`src/rtl/lome_ram.sv`:
```
`timescale 1ns / 1ps
module lome_ram #(
  parameter int WIDTH = 8,
  parameter int DEPTH = 16
) (
  input  logic                     clk,
  input  logic                     we,
  input  logic [$clog2(DEPTH)-1:0] waddr,
  input  logic [WIDTH-1:0]         wdata,
  input  logic [$clog2(DEPTH)-1:0] raddr,
  output logic [WIDTH-1:0]         rdata
);

  logic [WIDTH-1:0] mem [DEPTH];

  // One write port and one registered read port.
  always_ff @(posedge clk) begin
    if (we) begin
      mem[waddr] <= wdata;
    end
    rdata <= mem[raddr];
  end

endmodule

```
`config.mk`:
```
export PLATFORM = sky130hd
export DESIGN_NAME = lome_ram
export DESIGN_NICKNAME = d
export VERILOG_FILES = /design/src/rtl/lome_ram.sv
export SDC_FILE = /design/constraint.sdc
export NUM_CORES = 1
export LEC_CHECK = 0
export BUFFER_PORTS_ARGS = -buffer_cell sky130_fd_sc_hd__buf_2
export CAP_MARGIN = 20
export CORE_UTILIZATION = 26
export CTS_CLUSTER_SIZE = 40
export DETAILED_ROUTE_END_ITERATION = 7
export PLACE_DENSITY = 0.48
export SLEW_MARGIN = 0
export SYNTH_ARGS = -nofsm -noshare
export SYNTH_HDL_FRONTEND = slang
export SYNTH_SLANG_ARGS = --single-unit
```
`constraint.sdc`:
```
create_clock -name clk -period 4.5 [get_ports clk]
set_input_delay 0.9 -clock clk [delete_from_list [all_inputs] [get_ports clk]]
set_output_delay 0.9 -clock clk [all_outputs]
set_load 0.02 [all_outputs]
```
==> summary.md <==
| Metric | Value |
|---|---|
| Worst path required time | 4.77 ns |
| Per-instance average area after synthesis | ~22 sq um |
| Drt first pass iters | 4 |
| RSZ-0062 raised after global routing | false |
| Util after Layout | 31.2% |
| Placer congestion estimate | 0.679 |
| Cell Rows | 51 |
| Wire length of the first global-routing pass | 16300 um |
| Most repeated cell in the gate-level netlist after synthesis | sky130_fd_sc_hd__edfxtp_1 |
| Slew at the pin closest to its max-slew limit | slightly below 1 ns |
| Setup TNS Final | 0 ns |
| Peak supply drop | 0.000320 V |
| Overall die area | 20400 sq um |
| Post-DR wirelength/cell | 20.3 um |
| Startpoint type of the worst setup path | primary input |
| Fillcell total | 1873 |
| Min-Delay Path Class | register to register |
| Gates resized, CTS repair | 0 |
| Async S/R FF share, synth | 0% |
| Synth-to-layout area growth | 17.9% |
| Clock tree from TritonCTS | built |
| ANT cells | 0 |
| Detailed-route vias per instance | between 4 and 5 |
| Setup Buffers After CTS | 0 |
| HPWL Detailed | a little over 7000 um |
| CP endpoint kind | register |
| Top_reg_cell synth | sky130_fd_sc_hd__edfxtp_1 |
| Starting density of the core | around a quarter |
| Clock buffer depth | 2 |
| Fraction of the yosys area taken by sequential cells | 77.8% |
| Syn Nets | 247 |
| Number of buffer cells added on primary ports | 25 |
| Worst r2r src | mem[9][2]$_DFFE_PP_ |
| Outcome | finished clean |
| CTS Root Cell | sky130_fd_sc_hd__clkbuf_16 |
| List of most frequent post-synthesis cells | 128 x sky130_fd_sc_hd__edfxtp_1, 18 x sky130_fd_sc_hd__mux4_2, 16 x sky130_fd_sc_hd__a22oi_1 |
| Share of layout cells above drive strength 1 | 26.4% |
| Post-route DRC violation count | 0 |
| Rel. slew slack | 33.6% |
| CTS Hold Bufs | 0 |
| Maximum level of the CTS H-tree | 4 |
| Post-synthesis cell type count | 19 |
| Number of buffers added by the clock tree synthesis step | 17 |
| # nets final | 285 |
| Worst Clk Skew | around 0.0069 ns |
| Post-CTS clock slew at the launch and capture registers of the worst setup and hold paths | 0.05 ns |
| Number of enable-type register cells in the synthesized netlist | 128 |
| Pin count of the biggest net entering global routing | 33 |
| Category of the critical setup timing path | primary input to register |
| Detailed router's first-iteration violation count | 281 |
| Power density cells | 452 nW/um^2 |
| Portion of synthesized cell area occupied by the leading cell type | 74.7% |
| Count of antenna-violating nets left after detailed routing | 0 |
| Maximum fanout encountered on the critical timing path | 22 |
| Largest cells by area after synthesis | sky130_fd_sc_hd__edfxtp_1 75%, sky130_fd_sc_hd__mux4_2 7.9%, sky130_fd_sc_hd__mux4_1 7.1% |
| Total of flip-flops plus latches after synthesis | 136 |
| Antenna violations before repair | 0 |
| Arrival time of the worst setup path | 2.87 ns |
| Endpoints failing hold | 0 |
| Leakage dissipation | 1.97 nW |
| Clock Sink Count | about 140 |
| Number of max-cap violations | 0 |
| Final setup viols | 0 |
| Floorplan core area | 19500 sq um |
| Vias | 2358 |
| Number of warnings issued by yosys | 0 |
| Global router's overall resource usage | between 10% and 20% |
| Startpoint of the worst hold path | mem[14][1]$_DFFE_PP_ |
| Total global routing overflow | 0 |
| Total detailed-routing wirelength | 11100 um |
| Final period demand of the worst path | 2.59 ns |
| Gate count of the mapped netlist | 229 |
| Horiz. Die Dim | 143 um |
| Ports placed on the boundary | 26 |
| Clk Latency, worst-skew pair | 0.41 ns |
| Area of the mapped netlist | 5150 sq um |
| Cell taking the most area after synthesis | sky130_fd_sc_hd__edfxtp_1 |
| Fin crit share | 57.6% |
| CP startpoint | raddr[0] |
| Height of the die | 143 um |
| Max Freq | approximately 390 MHz |
| Number of global-route vias before repair | 2497 |
| Number of max-slew violations in the final report | 0 |
==> logic make-up after synthesis <==
kind of cell	Yosys count	synth area share, %
AO/OA/AOI/OAI	16	2.33
buffers and inverters	10	1.68
flip-flops	136	77.8
multiplexers	32	15.0
AND/OR/NAND/NOR	35	3.18
==> through the flow <==
| stage | setup slack (ns) | hold slack (ns) | area (sq um) | power, W | std cells |
|---|---|---|---|---|---|
| finish | 1.91 | 0.671 | 6070 | 0.00275 | 545 |
| global route | 1.78 | 0.701 | 6070 | 0.00284 | 545 |
| CTS | 1.87 | 0.672 | 6070 | 0.00277 | 545 |
| detailed placement | 1.43 | 0.659 | 5570 | 0.00160 | 513 |
| global placement | 1.48 | 0.654 | 5540 | 0.00159 | 510 |
| floorplan | 2.11 | 0.629 | 5150 | 0.00153 | 229 |
==> routing by layer <==
metal / GRT usage (%) / vias up / wire [um]
li1: - / 1055 / -
met1: 15.8 / 1228 / 5080
met2: 18.0 / 59 / 5200
met3: 3.89 / 16 / 593
met4: 4.36 / 0 / 208
met5: 0 / - / 0
==> registers in the layout, summed over array words and instances (netlist names) <==
register	flops
mem	128
rdata	8
==> critical path, cell delays in order <==
cell and delay [ns]:
sky130_fd_sc_hd__buf_2 0.35, sky130_fd_sc_hd__buf_4 0.47, sky130_fd_sc_hd__mux4_1 0.65, sky130_fd_sc_hd__a22oi_1 0.36, sky130_fd_sc_hd__nand2_1 0.10
==> final cells by class <==
type	count	area (sq um)	area share (%)
repair buffers	29	163	2.68
clock inverters	5	25.0	0.412
clock buffers	27	473	7.79
well taps	265	332	5.46
flip-flops and latches	136	4000	66.0
multi-input cells	83	1070	17.7
==> path summary, 6_finish.rpt <==
check | endpoint | slack, ns | cells after the start
setup / recovery | rdata[2]$_DFF_P_ | 1.91 | 5
setup reg to reg | rdata[2]$_DFF_P_ | 3.00 | 3
hold reg to reg | rdata[1]$_DFF_P_ | 0.67 | 3
hold / removal | rdata[1]$_DFF_P_ | 0.67 | 3
==> cell usage in the layout, fill, tap and decap left out, drive strengths merged <==
master  instances
a22oi          16
nand3b          2
clkbuf         27
nand2b          2
or3b            1
mux4           32
nand2           9
nor3            4
and2b           1
dfxtp           8
nor2           13
and2            1
clkinv          5
buf            29
edfxtp        128
nor2b           1
nand3           1
==> report_power, final <==
part / switching [W] / leakage, nW / total, W / internal (W)
Sequential: 0.0000105 / 1.22 / 0.00143 / 0.00142
Clock: 0.000466 / 0.247 / 0.00118 / 0.000713
Combinational: 0.0000868 / 0.496 / 0.000139 / 0.0000517
Total: 0.000563 / 1.97 / 0.00275 / 0.00218
No activity file was read; power rests on OpenSTA's default activity.
