===== config.mk =====
export PLATFORM = sky130hd
export DESIGN_NAME = lome_best
export DESIGN_NICKNAME = d
export VERILOG_FILES = /design/src/rtl/lome_pkg.sv /design/src/rtl/lome_best.sv
export SDC_FILE = /design/constraint.sdc
export NUM_CORES = 1
export LEC_CHECK = 0
export BUFFER_PORTS_ARGS = -buffer_cell sky130_fd_sc_hd__buf_2
export CAP_MARGIN = 0
export CORE_MARGIN = 1.5
export CORE_UTILIZATION = 48
export CTS_CLUSTER_DIAMETER = 60
export CTS_CLUSTER_SIZE = 30
export DETAILED_ROUTE_END_ITERATION = 10
export MAX_ROUTING_LAYER = met4
export PLACE_DENSITY = 0.89
export SETUP_SLACK_MARGIN = 0.2
export SYNTH_ARGS = -nofsm -noshare
export SYNTH_HDL_FRONTEND = slang
export SYNTH_SLANG_ARGS = --single-unit

===== constraint.sdc =====
create_clock -name clk -period 5.9 [get_ports clk]
set_input_delay 0.59 -clock clk [delete_from_list [all_inputs] [get_ports clk]]
set_output_delay 0.59 -clock clk [all_outputs]
set_load 0.01 [all_outputs]

===== src/rtl/lome_pkg.sv =====
`timescale 1ns / 1ps
package lome_pkg;

  // Default sizing of the order book.
  localparam int BOOK_DEPTH_DEF      = 32;
  localparam int NUM_STOCK_BOOKS_DEF = 16;
  localparam int NUM_TRADER_IDS_DEF  = 256;

  // Field widths of the order and result items.
  localparam int PRICE_W  = 16;
  localparam int QTY_W    = 16;
  localparam int TRADER_W = 8;
  localparam int STOCK_W  = 4;
  localparam int SEQ_W    = 32;
  localparam int TRD_CFG_W = 9;
  localparam int STK_CFG_W = 5;
  localparam int CFG_DATA_W = 9;

  // Configuration register indexes.
  localparam logic CFG_TRADERS = 1'b0;
  localparam logic CFG_STOCKS  = 1'b1;

  // Result kinds.
  typedef enum logic [1:0] {
    KIND_TRADE    = 2'd0,
    KIND_RESTED   = 2'd1,
    KIND_REJECTED = 2'd2,
    KIND_DROPPED  = 2'd3
  } lome_kind_t;

  // Sequencer states.
  typedef enum logic [2:0] {
    ST_CLEAR,
    ST_IDLE,
    ST_SCAN,
    ST_FILL,
    ST_FREE,
    ST_PLACE
  } lome_state_t;

  // One resting order as stored in the book memory.
  typedef struct packed {
    logic                valid;
    logic [PRICE_W-1:0]  price;
    logic [QTY_W-1:0]    qty;
    logic [TRADER_W-1:0] trader;
    logic [SEQ_W-1:0]    seq;
  } lome_entry_t;

  localparam int ENTRY_W = $bits(lome_entry_t);

endpackage


===== src/rtl/lome_best.sv =====
`timescale 1ns / 1ps
module lome_best
  import lome_pkg::*;
#(
  parameter int BOOK_DEPTH = BOOK_DEPTH_DEF
) (
  input  logic                          clk,
  input  logic                          rst_n,
  input  logic                          clear,
  input  logic                          sample,
  input  lome_entry_t                   entry,
  input  logic [$clog2(BOOK_DEPTH)-1:0] slot,
  input  logic                          side,
  input  logic [PRICE_W-1:0]            limit,
  output logic                          found,
  output lome_entry_t                   best,
  output logic [$clog2(BOOK_DEPTH)-1:0] best_slot
);

  localparam int SW = $clog2(BOOK_DEPTH);

  logic          found_r, found_nxt;
  lome_entry_t   best_r, best_nxt;
  logic [SW-1:0] slot_r, slot_nxt;
  logic          crosses, better;

  // Compare unit: does this entry cross the limit, and does it beat
  // the best one seen so far on price, then on age.
  always_comb begin
    crosses = side ? (entry.price >= limit) : (entry.price <= limit);
    if (!found_r) begin
      better = 1'b1;
    end else if (entry.price == best_r.price) begin
      better = entry.seq < best_r.seq;
    end else begin
      better = side ? (entry.price > best_r.price) : (entry.price < best_r.price);
    end
  end

  always_comb begin
    found_nxt = found_r;
    best_nxt  = best_r;
    slot_nxt  = slot_r;
    if (clear) begin
      found_nxt = 1'b0;
    end else if (sample && entry.valid && crosses && better) begin
      found_nxt = 1'b1;
      best_nxt  = entry;
      slot_nxt  = slot;
    end
  end

  always_ff @(posedge clk) begin
    if (!rst_n) begin
      found_r <= 1'b0;
    end else begin
      found_r <= found_nxt;
    end
    best_r <= best_nxt;
    slot_r <= slot_nxt;
  end

  assign found     = found_r;
  assign best      = best_r;
  assign best_slot = slot_r;

endmodule


==> flow_metrics.env <==
export IMPL_status="completed"
export IMPL_post_cts_buffers=0
export IMPL_place_ws_ns=2.145
export IMPL_drc=0
export IMPL_crit_buf_inv=2
export IMPL_synth_top_area_frac=0.5771
export IMPL_p_per_area_nw_per_um2=219.5
export IMPL_yosys_warnings=0
export IMPL_clkSinkCount=79
export IMPL_h_tree_depth=3
export IMPL_setup_slack_ns=2.550
export IMPL_slew_viol_final=0
export IMPL_synth_nets=469
export IMPL_clk_pin_slew_ns=0.10
export IMPL_ant_nets=0
export IMPL_syn2layout_area_growth_pct=30.02
export IMPL_cp_slowest_cell="a2111oi_1"
export IMPL_gp_congestion=0.7494
export IMPL_wl_per_cell_um=14.76
export IMPL_post_cts_resize_count=0
export IMPL_skew_ns=0.01488
export IMPL_end_kind="flop"
export IMPL_total_leakage_power_nw=2.550
export IMPL_root_buffer="clkbuf_8"
export IMPL_hold_path_class="in -> reg"
export IMPL_num_nets_final=660
export IMPL_yosysUniqueCellTypes=35
export IMPL_die_area_um2=9016
export IMPL_cts_buffers=9
export IMPL_die_height_um=94.96
export IMPL_firstDrtPassIters=4
export IMPL_drtIter0Drc=121
export IMPL_crit_required_ns=5.89
export IMPL_port_buffers=177
export IMPL_clockBufferDepth=2
export IMPL_insertion_delay_ns=0.34
export IMPL_critPathTopFamily="compound AO/OA/AOI/OAI gates"
export IMPL_globalRouteTotalUtil=0.2083
export IMPL_max_freq_mhz=298.5
export IMPL_die_w_um=94.96
export IMPL_finalHoldViolations=0
export IMPL_dp_hpwl_mm=7.269
export IMPL_slew_headroom=0.6511
export IMPL_path_max_fanout=35
export IMPL_synth_area_leaders="edfxtp_1 (58%), ha_1 (19%), inv_1 (5.7%)"
export IMPL_io_pins=178
export IMPL_setup_tns_ns=0
export IMPL_synth_flop_cell="edfxtp_1"
export IMPL_cts_tree="done"
export IMPL_seq_area_frac_synth=0.5820
export IMPL_worst_pin_slew_ns=0.5220
export IMPL_async_flop_share=0
export IMPL_synth_cell_area_um2=4059
export IMPL_core_area_um2=8217
export IMPL_ir_drop_v=0.0001652
export IMPL_grt_max_degree=36
export IMPL_routed_via_density=5.008
export IMPL_synth_seq_cells=79
export IMPL_syn_area_per_cell_um2=13.22
export IMPL_antenna_found_initial=0
export IMPL_grt_first_pass_wirelength_mm=13.86
export IMPL_initial_core_util=0.4940
export IMPL_drive_above_1_share=0.4016
export IMPL_cp_slowest_stage_delay_ns=0.56
export IMPL_drt_total_wl_mm=8.975
export IMPL_synth_edff_count=78
export IMPL_grt_overflow=0
export IMPL_diodes=0
export IMPL_post_route_period_util=0.5679
export IMPL_finalSetupViolCount=0
export IMPL_synth_commonest_cells="edfxtp_1 (78), ha_1 (63), inv_1 (62)"
export IMPL_rsz0062_at_grt="false"
export IMPL_synth_top_area_cell="edfxtp_1"
export IMPL_layout_min_cycle_time_ns=3.350
export IMPL_dr_total_vias=3045
export IMPL_grt_pass1_vias=3080
export IMPL_crit_type="reg -> reg"
export IMPL_drv_cap=0
export IMPL_yosysMostFrequentCell="edfxtp_1"
export IMPL_rows=33
export IMPL_netlist_instances=307
export IMPL_path_cells="inv_1, ha_1, a21o_1, a211oi_1, o21ai_1, a2111oi_1, o31a_2, o21ai_2, a2111oi_4, buf_4"
export IMPL_arrival_ns=3.34
export IMPL_hold_buffers=0
export IMPL_crit_path_start_kind="flop"
==> final cells by class <==
class / count / area, µm²
Fill cell: 664 / 2939
Sequential cell: 79 / 2362
Multi-Input combinational cell: 166 / 1464
Timing Repair Buffer: 180 / 908.4
Inverter: 62 / 232.7
Tap cell: 105 / 131.4
Clock buffer: 9 / 123.9
Clock inverter: 7 / 55.05
==> cells by family after synthesis <==
logic type / after synthesis / share of synthesized area
compound gates: 52 / 0.09710
fa+ha+maj: 63 / 0.1942
simple gates: 50 / 0.06720
flops: 79 / 0.5820
xor+xnor: 1 / 0.002158
buf+inv: 62 / 0.05734
==> report_power, final <==
group	internal [mW]	switching [mW]	total [mW]
clock network	0.158	0.209	0.367
logic	0.0703	0.0814	0.152
registers	0.634	0.00576	0.639
==> worst register-to-register path, delay by kind of cell (launching register included) <==
| kind | cells | cell delay (ns) |
|---|---|---|
| compound gates | 7 | 1.84 |
| buf+inv | 2 | 0.54 |
| flops | 1 | 0.39 |
| fa+ha+maj | 1 | 0.23 |
==> through the flow <==
stage | std cells | power (mW) | area, µm² | hold slack (ns) | utilization
after global routing | 608 | 1.213 | 5278 | 0.3992 | 0.6423
after detailed placement | 592 | 0.8040 | 5099 | 0.5500 | 0.6205
after global placement | 592 | 0.7961 | 5099 | 0.5268 | 0.6205
after floorplan | 307 | 0.7306 | 4059 | 0.5247 | -
final | 608 | 1.158 | 5278 | 0.4153 | 0.6423
after CTS | 608 | 1.172 | 5278 | 0.3941 | 0.6423
==> metal layers <==
metal | global-route usage | wire [µm]
met1 | 0.2323 | 3657
met2 | 0.3696 | 4622
met3 | 0.04106 | 591
met4 | 0.07214 | 104
met5 | - | 0
==> cell usage in the layout, fill, tap and decap left out, types with 4 or more instances in the layout <==
cell type / instances
a21oi_1: 22
buf_2: 177
nor2b_1: 4
nand3_1: 10
a21o_1: 6
nand4_1: 12
ha_1: 63
edfxtp_1: 78
nand2_1: 13
inv_1: 62
clkbuf_8: 9
==> path summary, 6_finish.rpt <==
kind	startpoint	endpoint	slack [ns]	cells past startpoint
worst max-delay path	best[6]	best[41]	2.55	10
worst max register to register	best[6]	best[41]	2.55	10
worst min register to register	found	found	0.57	2
worst min-delay path	entry[45]	best[45]	0.42	1
==> flip-flops by register name, summed over array words and instances, names as in the netlist <==
signal and cells:
best_slot 5, best 73, found 1
Power figures use the tool's default switching activity.
